File: src/rscm_pkg.sv
`timescale 1ns / 1ps
// Package for the response slot claim manager: sizes, message constants,
// register indexes and the sequencer state type. Depends on nothing.
package rscm_pkg;

    localparam int SLOTS     = 32;
    localparam int SLOT_W    = 5;
    localparam int ACK_DEPTH = 32;
    localparam int FILL_W    = 6;

    localparam logic [7:0]        CLAIM_ID       = 8'hC1;
    localparam logic [7:0]        CLAIM_MIN_LEN  = 8'd5;
    localparam logic [FILL_W-1:0] ACK_CAP        = 6'd32;
    localparam logic [7:0]        MISS_MAX       = 8'd255;
    localparam logic [7:0]        RECLAIM_RESET  = 8'd20;
    localparam logic [5:0]        ACK_LIMIT_RESET = 6'd32;

    localparam logic REG_RECLAIM   = 1'b0;
    localparam logic REG_ACK_LIMIT = 1'b1;

    localparam int IN_DATA_W  = 64;
    localparam int OUT_DATA_W = 112;

    typedef enum logic [7:0] {
        S_IDLE       = 8'b0000_0001,
        S_CLAIM_SCAN = 8'b0000_0010,
        S_REQ_SCAN   = 8'b0000_0100,
        S_HDR        = 8'b0000_1000,
        S_RD         = 8'b0001_0000,
        S_LD         = 8'b0010_0000,
        S_OUT        = 8'b0100_0000,
        S_SPARE      = 8'b1000_0000
    } state_t;

endpackage

File: src/response_slot_claim_manager_top.sv
`timescale 1ns / 1ps
// Response slot claim manager: slot ownership, miss ageing and ack framing.
// Depends on rscm_pkg.
//
// A response word is handled in the idle state, or for a claim by a scan of up to 32 slots
// (one slot compared per cycle by the shared token comparator). A request word scans every
// slot, then, if frames_wanted is nonzero, emits the header and each ack word through the
// read, load and output states, as the ack queue is read one entry at a time.
// Reset (aresetn, synchronous) frees every slot, clears the counters and the
// ack queue fill, and loads the register defaults; queue entries stay as is.
module response_slot_claim_manager_top (
    input  logic                               aclk,
    input  logic                               aresetn,
    input  logic                               s_tvalid,
    output logic                               s_tready,
    // slot[7:0], msg_len[15:8], first_byte[23:16], claim_token[55:24],
    // frames_wanted[63:56]
    input  logic [rscm_pkg::IN_DATA_W-1:0]     s_tdata,
    // cmd[0]
    input  logic                               s_tuser,
    output logic                               m_tvalid,
    input  logic                               m_tready,
    // open_map[31:0], retx_map[63:32], ack_total[69:64],
    // ack_token[101:70], ack_slot[106:102], zero pad above
    output logic [rscm_pkg::OUT_DATA_W-1:0]    m_tdata,
    // is_ack[0]
    output logic                               m_tuser,
    output logic                               m_tlast,
    input  logic                               cfg_we,
    input  logic                               cfg_index,
    input  logic [7:0]                         cfg_data
);
    import rscm_pkg::*;

    state_t state_reg, state_next;

    logic [7:0] reclaim_reg;
    logic [5:0] ack_limit_reg;

    logic [SLOTS-1:0] owned_reg;
    logic [SLOTS-1:0] responded_reg;
    logic [31:0]      token_reg [SLOTS];
    logic [7:0]       miss_reg  [SLOTS];
    logic [SLOTS-1:0] rt_reg;

    logic [31:0]       q_tok_mem  [ACK_DEPTH];
    logic [SLOT_W-1:0] q_slot_mem [ACK_DEPTH];
    logic [FILL_W-1:0] fill_reg;
    logic [31:0]       rd_tok_reg;
    logic [SLOT_W-1:0] rd_slot_reg;

    logic [SLOT_W-1:0] idx_reg;
    logic [FILL_W-1:0] emit_idx_reg;
    logic [FILL_W-1:0] n_reg;

    // Latched word fields
    logic [SLOT_W-1:0] slot_reg;
    logic [31:0]       tok_reg;
    logic [7:0]        frames_reg;

    logic [OUT_DATA_W-1:0] out_data_reg;
    logic                  out_user_reg;
    logic                  out_last_reg;
    logic                  out_valid_reg;

    logic              in_acc, out_acc;
    logic [7:0]        in_slot, in_len, in_fb, in_frames;
    logic [31:0]       in_tok;
    logic              slot_ok, is_claim;
    logic              hit;
    logic [7:0]        miss_inc;
    logic              rt_bit;
    logic [FILL_W-1:0] cap;
    logic              push_now;
    logic [31:0]       push_tok;
    logic [SLOT_W-1:0] push_slot;

    assign in_acc    = s_tvalid & s_tready;
    assign out_acc   = out_valid_reg & m_tready;
    assign in_slot   = s_tdata[7:0];
    assign in_len    = s_tdata[15:8];
    assign in_fb     = s_tdata[23:16];
    assign in_tok    = s_tdata[55:24];
    assign in_frames = s_tdata[63:56];
    assign slot_ok   = in_slot < 8'(SLOTS);
    assign is_claim  = (in_len >= CLAIM_MIN_LEN) && (in_fb == CLAIM_ID) && (in_tok != 32'd0);

    assign s_tready = (state_reg == S_IDLE);
    assign m_tvalid = out_valid_reg;
    assign m_tdata  = out_data_reg;
    assign m_tuser  = out_user_reg;
    assign m_tlast  = out_last_reg;

    // Shared comparator and miss incrementer, both indexed by the scan counter
    assign hit      = owned_reg[idx_reg] && (token_reg[idx_reg] == tok_reg);
    assign miss_inc = (miss_reg[idx_reg] == MISS_MAX) ? MISS_MAX : miss_reg[idx_reg] + 8'd1;
    assign rt_bit   = owned_reg[idx_reg] && !responded_reg[idx_reg];
    assign cap      = (ack_limit_reg > ACK_CAP) ? ACK_CAP : ack_limit_reg;

    // Ack queue push from the claim scan
    always_comb begin
        push_now  = 1'b0;
        push_tok  = tok_reg;
        push_slot = slot_reg;
        if (state_reg == S_CLAIM_SCAN) begin
            if (hit) begin
                push_now = (idx_reg == slot_reg);
            end else if (idx_reg == SLOT_W'(SLOTS - 1)) begin
                push_now = !owned_reg[slot_reg];
            end
        end
    end

    // Sequencer
    always_comb begin
        state_next = state_reg;
        case (state_reg)
            S_IDLE: begin
                if (in_acc) begin
                    if (s_tuser) begin
                        state_next = S_REQ_SCAN;
                    end else if (slot_ok && is_claim) begin
                        state_next = S_CLAIM_SCAN;
                    end
                end
            end
            S_CLAIM_SCAN: begin
                if (hit || idx_reg == SLOT_W'(SLOTS - 1)) begin
                    state_next = S_IDLE;
                end
            end
            S_REQ_SCAN: begin
                if (idx_reg == SLOT_W'(SLOTS - 1)) begin
                    state_next = (frames_reg != 8'd0) ? S_HDR : S_IDLE;
                end
            end
            S_HDR:  state_next = S_OUT;
            S_RD:   state_next = S_LD;
            S_LD:   state_next = S_OUT;
            S_OUT: begin
                if (out_acc) begin
                    if (out_last_reg) begin
                        state_next = S_IDLE;
                    end else begin
                        state_next = S_RD;
                    end
                end
            end
            default: state_next = S_IDLE;
        endcase
    end

    // Control state
    always_ff @(posedge aclk) begin
        if (!aresetn) begin
            state_reg     <= S_IDLE;
            reclaim_reg   <= RECLAIM_RESET;
            ack_limit_reg <= ACK_LIMIT_RESET;
            owned_reg     <= '0;
            responded_reg <= '0;
            fill_reg      <= '0;
            out_valid_reg <= 1'b0;
            idx_reg       <= '0;
            emit_idx_reg  <= '0;
            for (int i = 0; i < SLOTS; i++) begin
                token_reg[i] <= 32'd0;
                miss_reg[i]  <= 8'd0;
            end
        end else begin
            state_reg <= state_next;

            if (cfg_we) begin
                case (cfg_index)
                    REG_RECLAIM:   reclaim_reg   <= cfg_data;
                    REG_ACK_LIMIT: ack_limit_reg <= cfg_data[5:0];
                    default:       ;
                endcase
            end

            if (push_now && fill_reg < FILL_W'(ACK_DEPTH)) begin
                fill_reg <= fill_reg + 6'd1;
            end

            case (state_reg)
                S_IDLE: begin
                    idx_reg <= '0;
                    if (in_acc && !s_tuser && slot_ok && !is_claim) begin
                        responded_reg[in_slot[SLOT_W-1:0]] <= 1'b1;
                    end
                end
                S_CLAIM_SCAN: begin
                    idx_reg <= idx_reg + 5'd1;
                    if (hit) begin
                        responded_reg[slot_reg] <= 1'b1;
                    end else if (idx_reg == SLOT_W'(SLOTS - 1)) begin
                        responded_reg[slot_reg] <= 1'b1;
                        if (!owned_reg[slot_reg]) begin
                            owned_reg[slot_reg] <= 1'b1;
                            token_reg[slot_reg] <= tok_reg;
                        end
                    end
                end
                S_REQ_SCAN: begin
                    idx_reg <= idx_reg + 5'd1;
                    responded_reg[idx_reg] <= 1'b0;
                    if (rt_bit) begin
                        if (miss_inc >= reclaim_reg) begin
                            owned_reg[idx_reg] <= 1'b0;
                            token_reg[idx_reg] <= 32'd0;
                            miss_reg[idx_reg]  <= 8'd0;
                        end else begin
                            miss_reg[idx_reg] <= miss_inc;
                        end
                    end else if (responded_reg[idx_reg]) begin
                        miss_reg[idx_reg] <= 8'd0;
                    end
                    if (idx_reg == SLOT_W'(SLOTS - 1) && frames_reg == 8'd0) begin
                        fill_reg <= '0;
                    end
                end
                S_HDR: begin
                    out_valid_reg <= 1'b1;
                    emit_idx_reg  <= '0;
                end
                S_LD: begin
                    out_valid_reg <= 1'b1;
                end
                S_OUT: begin
                    if (out_acc) begin
                        out_valid_reg <= 1'b0;
                        if (out_user_reg) begin
                            emit_idx_reg <= emit_idx_reg + 6'd1;
                        end
                        if (out_last_reg) begin
                            fill_reg <= '0;
                        end
                    end
                end
                default: ;
            endcase
        end
    end

    // Payload registers
    always_ff @(posedge aclk) begin
        if (in_acc) begin
            slot_reg   <= in_slot[SLOT_W-1:0];
            tok_reg    <= in_tok;
            frames_reg <= in_frames;
        end
        if (state_reg == S_REQ_SCAN) begin
            rt_reg[idx_reg] <= rt_bit;
        end
        if (state_reg == S_REQ_SCAN && idx_reg == SLOT_W'(SLOTS - 1)) begin
            n_reg <= (fill_reg < cap) ? fill_reg : cap;
        end
        if (state_reg == S_HDR) begin
            out_data_reg <= {{(OUT_DATA_W - 70){1'b0}}, n_reg, rt_reg, ~owned_reg};
            out_user_reg <= 1'b0;
            out_last_reg <= (n_reg == 6'd0);
        end
        if (state_reg == S_LD) begin
            out_data_reg <= {{(OUT_DATA_W - 107){1'b0}}, rd_slot_reg, rd_tok_reg, 70'd0};
            out_user_reg <= 1'b1;
            out_last_reg <= (emit_idx_reg + 6'd1 == n_reg);
        end
    end

    // Ack queue memory
    always_ff @(posedge aclk) begin
        if (push_now && fill_reg < FILL_W'(ACK_DEPTH)) begin
            q_tok_mem[fill_reg[SLOT_W-1:0]]  <= push_tok;
            q_slot_mem[fill_reg[SLOT_W-1:0]] <= push_slot;
        end
        if (state_reg == S_RD) begin
            rd_tok_reg  <= q_tok_mem[emit_idx_reg[SLOT_W-1:0]];
            rd_slot_reg <= q_slot_mem[emit_idx_reg[SLOT_W-1:0]];
        end
    end

`ifndef SYNTH
    a_fill_bound: assert property (@(posedge aclk) disable iff (!aresetn)
        fill_reg <= FILL_W'(ACK_DEPTH))
        else $error("ack queue fill beyond depth");

    a_out_only_emit: assert property (@(posedge aclk) disable iff (!aresetn)
        m_tvalid |-> (state_reg == S_OUT))
        else $error("result word shown outside the emit state");

    a_busy_while_out: assert property (@(posedge aclk) disable iff (!aresetn)
        m_tvalid |-> !s_tready)
        else $error("input taken while a result word waits");

    a_last_empties: assert property (@(posedge aclk) disable iff (!aresetn)
        (m_tvalid && m_tready && m_tlast) |=> (fill_reg == '0))
        else $error("ack queue not emptied after frame");
`endif

endmodule

File: config.mk
export PLATFORM = sky130hd
export DESIGN_NAME = response_slot_claim_manager_top
export DESIGN_NICKNAME = d
export VERILOG_FILES = /design/src/rscm_pkg.sv /design/src/response_slot_claim_manager_top.sv
export SDC_FILE = /design/constraint.sdc
export NUM_CORES = 2
export LEC_CHECK = 0
export BUFFER_PORTS_ARGS = -buffer_cell sky130_fd_sc_hd__buf_2
export CORE_MARGIN = 3
export CORE_UTILIZATION = 43
export DETAILED_ROUTE_END_ITERATION = 8
export HOLD_SLACK_MARGIN = 0.03
export SLEW_MARGIN = 0
export SYNTH_ARGS = -nofsm -noshare
export SYNTH_HDL_FRONTEND = slang
export SYNTH_SLANG_ARGS = --single-unit
File: constraint.sdc
create_clock -name aclk -period 9.57 [get_ports aclk]
set_input_delay 0.957 -clock aclk [delete_from_list [all_inputs] [get_ports aclk]]
set_output_delay 0.957 -clock aclk [all_outputs]
set_load 0.1 [all_outputs]
==> implementation parameters <==
Parameter                              Value

Setup path
  Type of origin of the critical path ... register
  Biggest cell delay along the critical path ... 1.00 ns
  Data required time of the critical path ... 10.13 ns
  Worst-path cell with the longest stage delay ... o21ai_4
  Peak fanout along the critical path ... 40
  CP cell instances ... mux4_2, mux4_2, mux2i_1, inv_1, ha_1, nor2b_1, and3_1, or2_2, ha_1, a21o_1, a21o_1, a21o_1, a21o_1, a21oi_1, o21ai_1, nand3_2, a31oi_1, o21ai_4, buf_4
  CP Capture Type ... register
  Critical path's most frequent cell ... a21o_1
  Critical setup path kind ... register to register
  Worst path arrival time ... 8.85 ns

Timing
  Final critical-path required period ... 8.29 ns
  Max frequency ... roughly 120 MHz
  Final hold viol count ... 0
  RSZ-0062 raised after global routing ... no
  Slew @ Worst Pin ... between 1 and 1.5 ns
  Worst-case headroom to the max-slew limit ... 12.9%
  Total count of max-transition violations in the final report ... 0
  Worst hold-check slack ... 0.195 ns
  Worst setup slack after layout ... 1.28 ns
  Final count of negative-setup-slack endpoints ... 0
  Setup TNS after final layout ... 0 ns
  Part of the cycle the worst path needs ... 86.6%
  Setup skew after layout ... around 0.055 ns

Logic synthesis
  Synth area leaders ... edfxtp_1 (67%), mux4_2 (13%), nor3_1 (4.4%)
  #FFs+latches synth ... 2,801
  Cell type with the highest aggregate area in the netlist ... edfxtp_1
  Synth Cell Area ... around 120,000 um2
  Portion of synthesized cell area occupied by the leading cell type ... 66.8%
  Synthesized instance count ... about 7.2k
  Mapped Avg Cell Area ... 16.3 um2
  Post-synthesis sequential area ratio ... 69.8%
  Number of different library cells in the post-synthesis netlist ... between 70 and 80
  Yosys warning total ... 0
  Post-synth EDFFs ... 2,622
  Post-synth top flop ... edfxtp_1
  Asr flop ratio synth ... 0%

Routing
  DRC viols ... 0
  Final Routed Wirelength ... 340,000 um
  Initial drt markers ... slightly below 9k
  DR pass1 iterations ... 9
  Routed wire per std cell ... 30.6 um
  Average via count per standard cell ... 6.24
  Total via count after detailed routing ... 69.4k
  Final antenna-violating net count ... 0

Pwr
  Switching power as a share of total power ... a little under a quarter
  Power share of the combinational group ... ~6.3%
  Pwr dens ... 201 nW/um2
  Net Switching ... 6110 uW
  Power share of the sequential group ... around half
  Maximum resistive drop on vdd ... 0.119 mV
  Leakage power summed over all cells ... 0.0412 uW
  Share of total power in the clock network ... 41.9%
  Internal power of the cells ... 20,600 uW

Run status
  Run status ... finished clean

Floorplanning
  Chip Height ... about 530 um
  # IOs ... 195
  Die width ... 530 um
  Core ar. ... 272,000 um2
  Row count ... 191
  Area of the die ... 281,000 um2
  Initial cell density of the core ... 43.4%

Clock network
  Worst skew pair latency ... 0.94 ns
  Cts repair resizes ... 0
  Root buffer selected by CTS ... clkbuf_16
  Reg clk slew, reported paths ... 0.06 ns
  Bufs on Longest Clock Path ... 4
  Setup Buffers After CTS ... 0
  Number of H-tree levels ... 5
  Number of clock buffers inserted by TritonCTS ... 304
  Hold bufs inserted after CTS ... 0
  Clock net sink count ... between 2k and 3k
  Clock tree from TritonCTS ... yes

Finish
  Filler Cell Count ... 22.5k
  Relative area change from synthesis to final layout ... 12.6%
  Layout cells sized above 1 ... 22.8%
  NumNets Final ... 7,441
  Final Non-Filler Cells ... 11.1k
  Leading cell type in the layout, fill and taps excluded ... edfxtp_1
  Commonest non-fill, non-tap cells in the layout ... edfxtp_1 (2,622), nor3_1 (1,043), mux4_2 (662)

Placement
  Routability Congestion ... 0.894
  DP Cell Count ... 10.6k
  Count of port buffers added during placement ... between 150 and 200
  Detailed placement HPWL ... between 150,000 and 200,000 um
  Worst slack at placement ... 1.28 ns

Flow run
  Max-cap viol count ... 0

Global routing
  Global-route wire length before repair ... 490,000 um
  Via count of the first global-routing pass ... roughly 69k
  Pin count of the biggest net entering global routing ... between 100 and 150
  All-layer global routing usage ... 24.0%
  Antenna violations before repair ... 11
  Total gr overflow ... 0

Worst hold path
  Type of the most critical hold path ... input port to register
==> layer usage <==
| layer | routed length (um) | share of wire [%] | GRT usage (%) | vias to the layer above |
|---|---|---|---|---|
| met5 | 0 | 0 | 0 | - |
| met4 | 14100 | 4.2 | 8.85 | 0 |
| met3 | 29000 | 8.5 | 3.95 | 725 |
| met2 | 164000 | 48 | 39.1 | 3510 |
| met1 | 132000 | 39 | 32.6 | 36300 |
| li1 | - | - | - | 28800 |
==> cell type report <==
type | instances | area [um2] | share of cell area, %
Antenna cell | 5 | 12.5 | 0.00943
Multi-Input combinational cell | 3740 | 33000 | 24.9
Sequential cell | 2801 | 82400 | 62.0
Clock inverter | 126 | 1160 | 0.876
Inverter | 32 | 120 | 0.0905
Tap cell | 3570 | 4470 | 3.36
Clock buffer | 383 | 8140 | 6.13
Timing Repair Buffer | 459 | 3500 | 2.63
==> power by group through the flow <==
| stage | Combinational [uW] | Sequential (uW) | Clock, uW |
|---|---|---|---|
| 6_report | 1670 | 13800 | 11200 |
| 5_1_grt | 1740 | 13800 | 11900 |
| 4_1_cts | 1660 | 13800 | 11400 |
| 3_5_place_dp | 1650 | 14100 | 0 |
| 3_3_place_gp | 1630 | 14100 | 0 |
| 2_1_floorplan | 704 | 14300 | 0 |
==> through the flow <==
stage	util, %	power [uW]	instance area [um2]
3_3_place_gp	45.4	15700	123000
6_report	48.9	26700	133000
2_1_floorplan	-	15000	118000
4_1_cts	48.9	26900	133000
3_5_place_dp	45.4	15700	123000
5_1_grt	48.9	27500	133000
==> synth_stat cells, types with 49 or more instances <==
cell and number:
nand2_1 352, nand3_1 70, buf_2 107, nor3_1 1045, clkbuf_1 387, o21ai_0 91, mux2i_1 218, buf_1 49
buf_4 78, and2_1 58, mux4_2 662, nor2_1 460, a22oi_1 80, a31oi_1 68, nor4_1 69, a21oi_1 167
edfxtp_1 2622, mux2_2 65, dfxtp_1 179
==> path summary, 6_finish.rpt <==
check / slack, ns / cells past startpoint / start / end
worst max register to register: 1.28 / 19 / register / token_reg[22][11]
worst max-delay path: 1.28 / 19 / register / token_reg[22][11]
worst min-delay path: 0.20 / 1 / s_tdata[63] / frames_reg[7]
worst min register to register: 0.45 / 2 / m_tdata[39] / m_tdata[39]
==> logic make-up (layout without fill, tap and decap cells) <==
family / Yosys count / in the layout / synth area share, %
other: 1 / 10 / 0.00318
AND/OR/NAND/NOR: 2193 / 2193 / 8.84
buffers and inverters: 698 / 1000 / 2.86
adder cells (fa/ha/maj): 24 / 24 / 0.255
multiplexers: 945 / 945 / 15.1
flip-flops: 2801 / 2801 / 69.8
AO/OA/AOI/OAI: 527 / 527 / 2.78
XOR/XNOR: 46 / 46 / 0.342
==> worst max-delay path, delay by kind of cell (launching register included) <==
family / cells / cell delay [ns]
compound gates: 8 / 2.67
simple gates: 4 / 1.62
mux: 3 / 1.53
flops: 1 / 0.86
buf+inv: 2 / 0.66
fa+ha+maj: 2 / 0.52
Note: power is estimated with default switching activity, not from simulation.
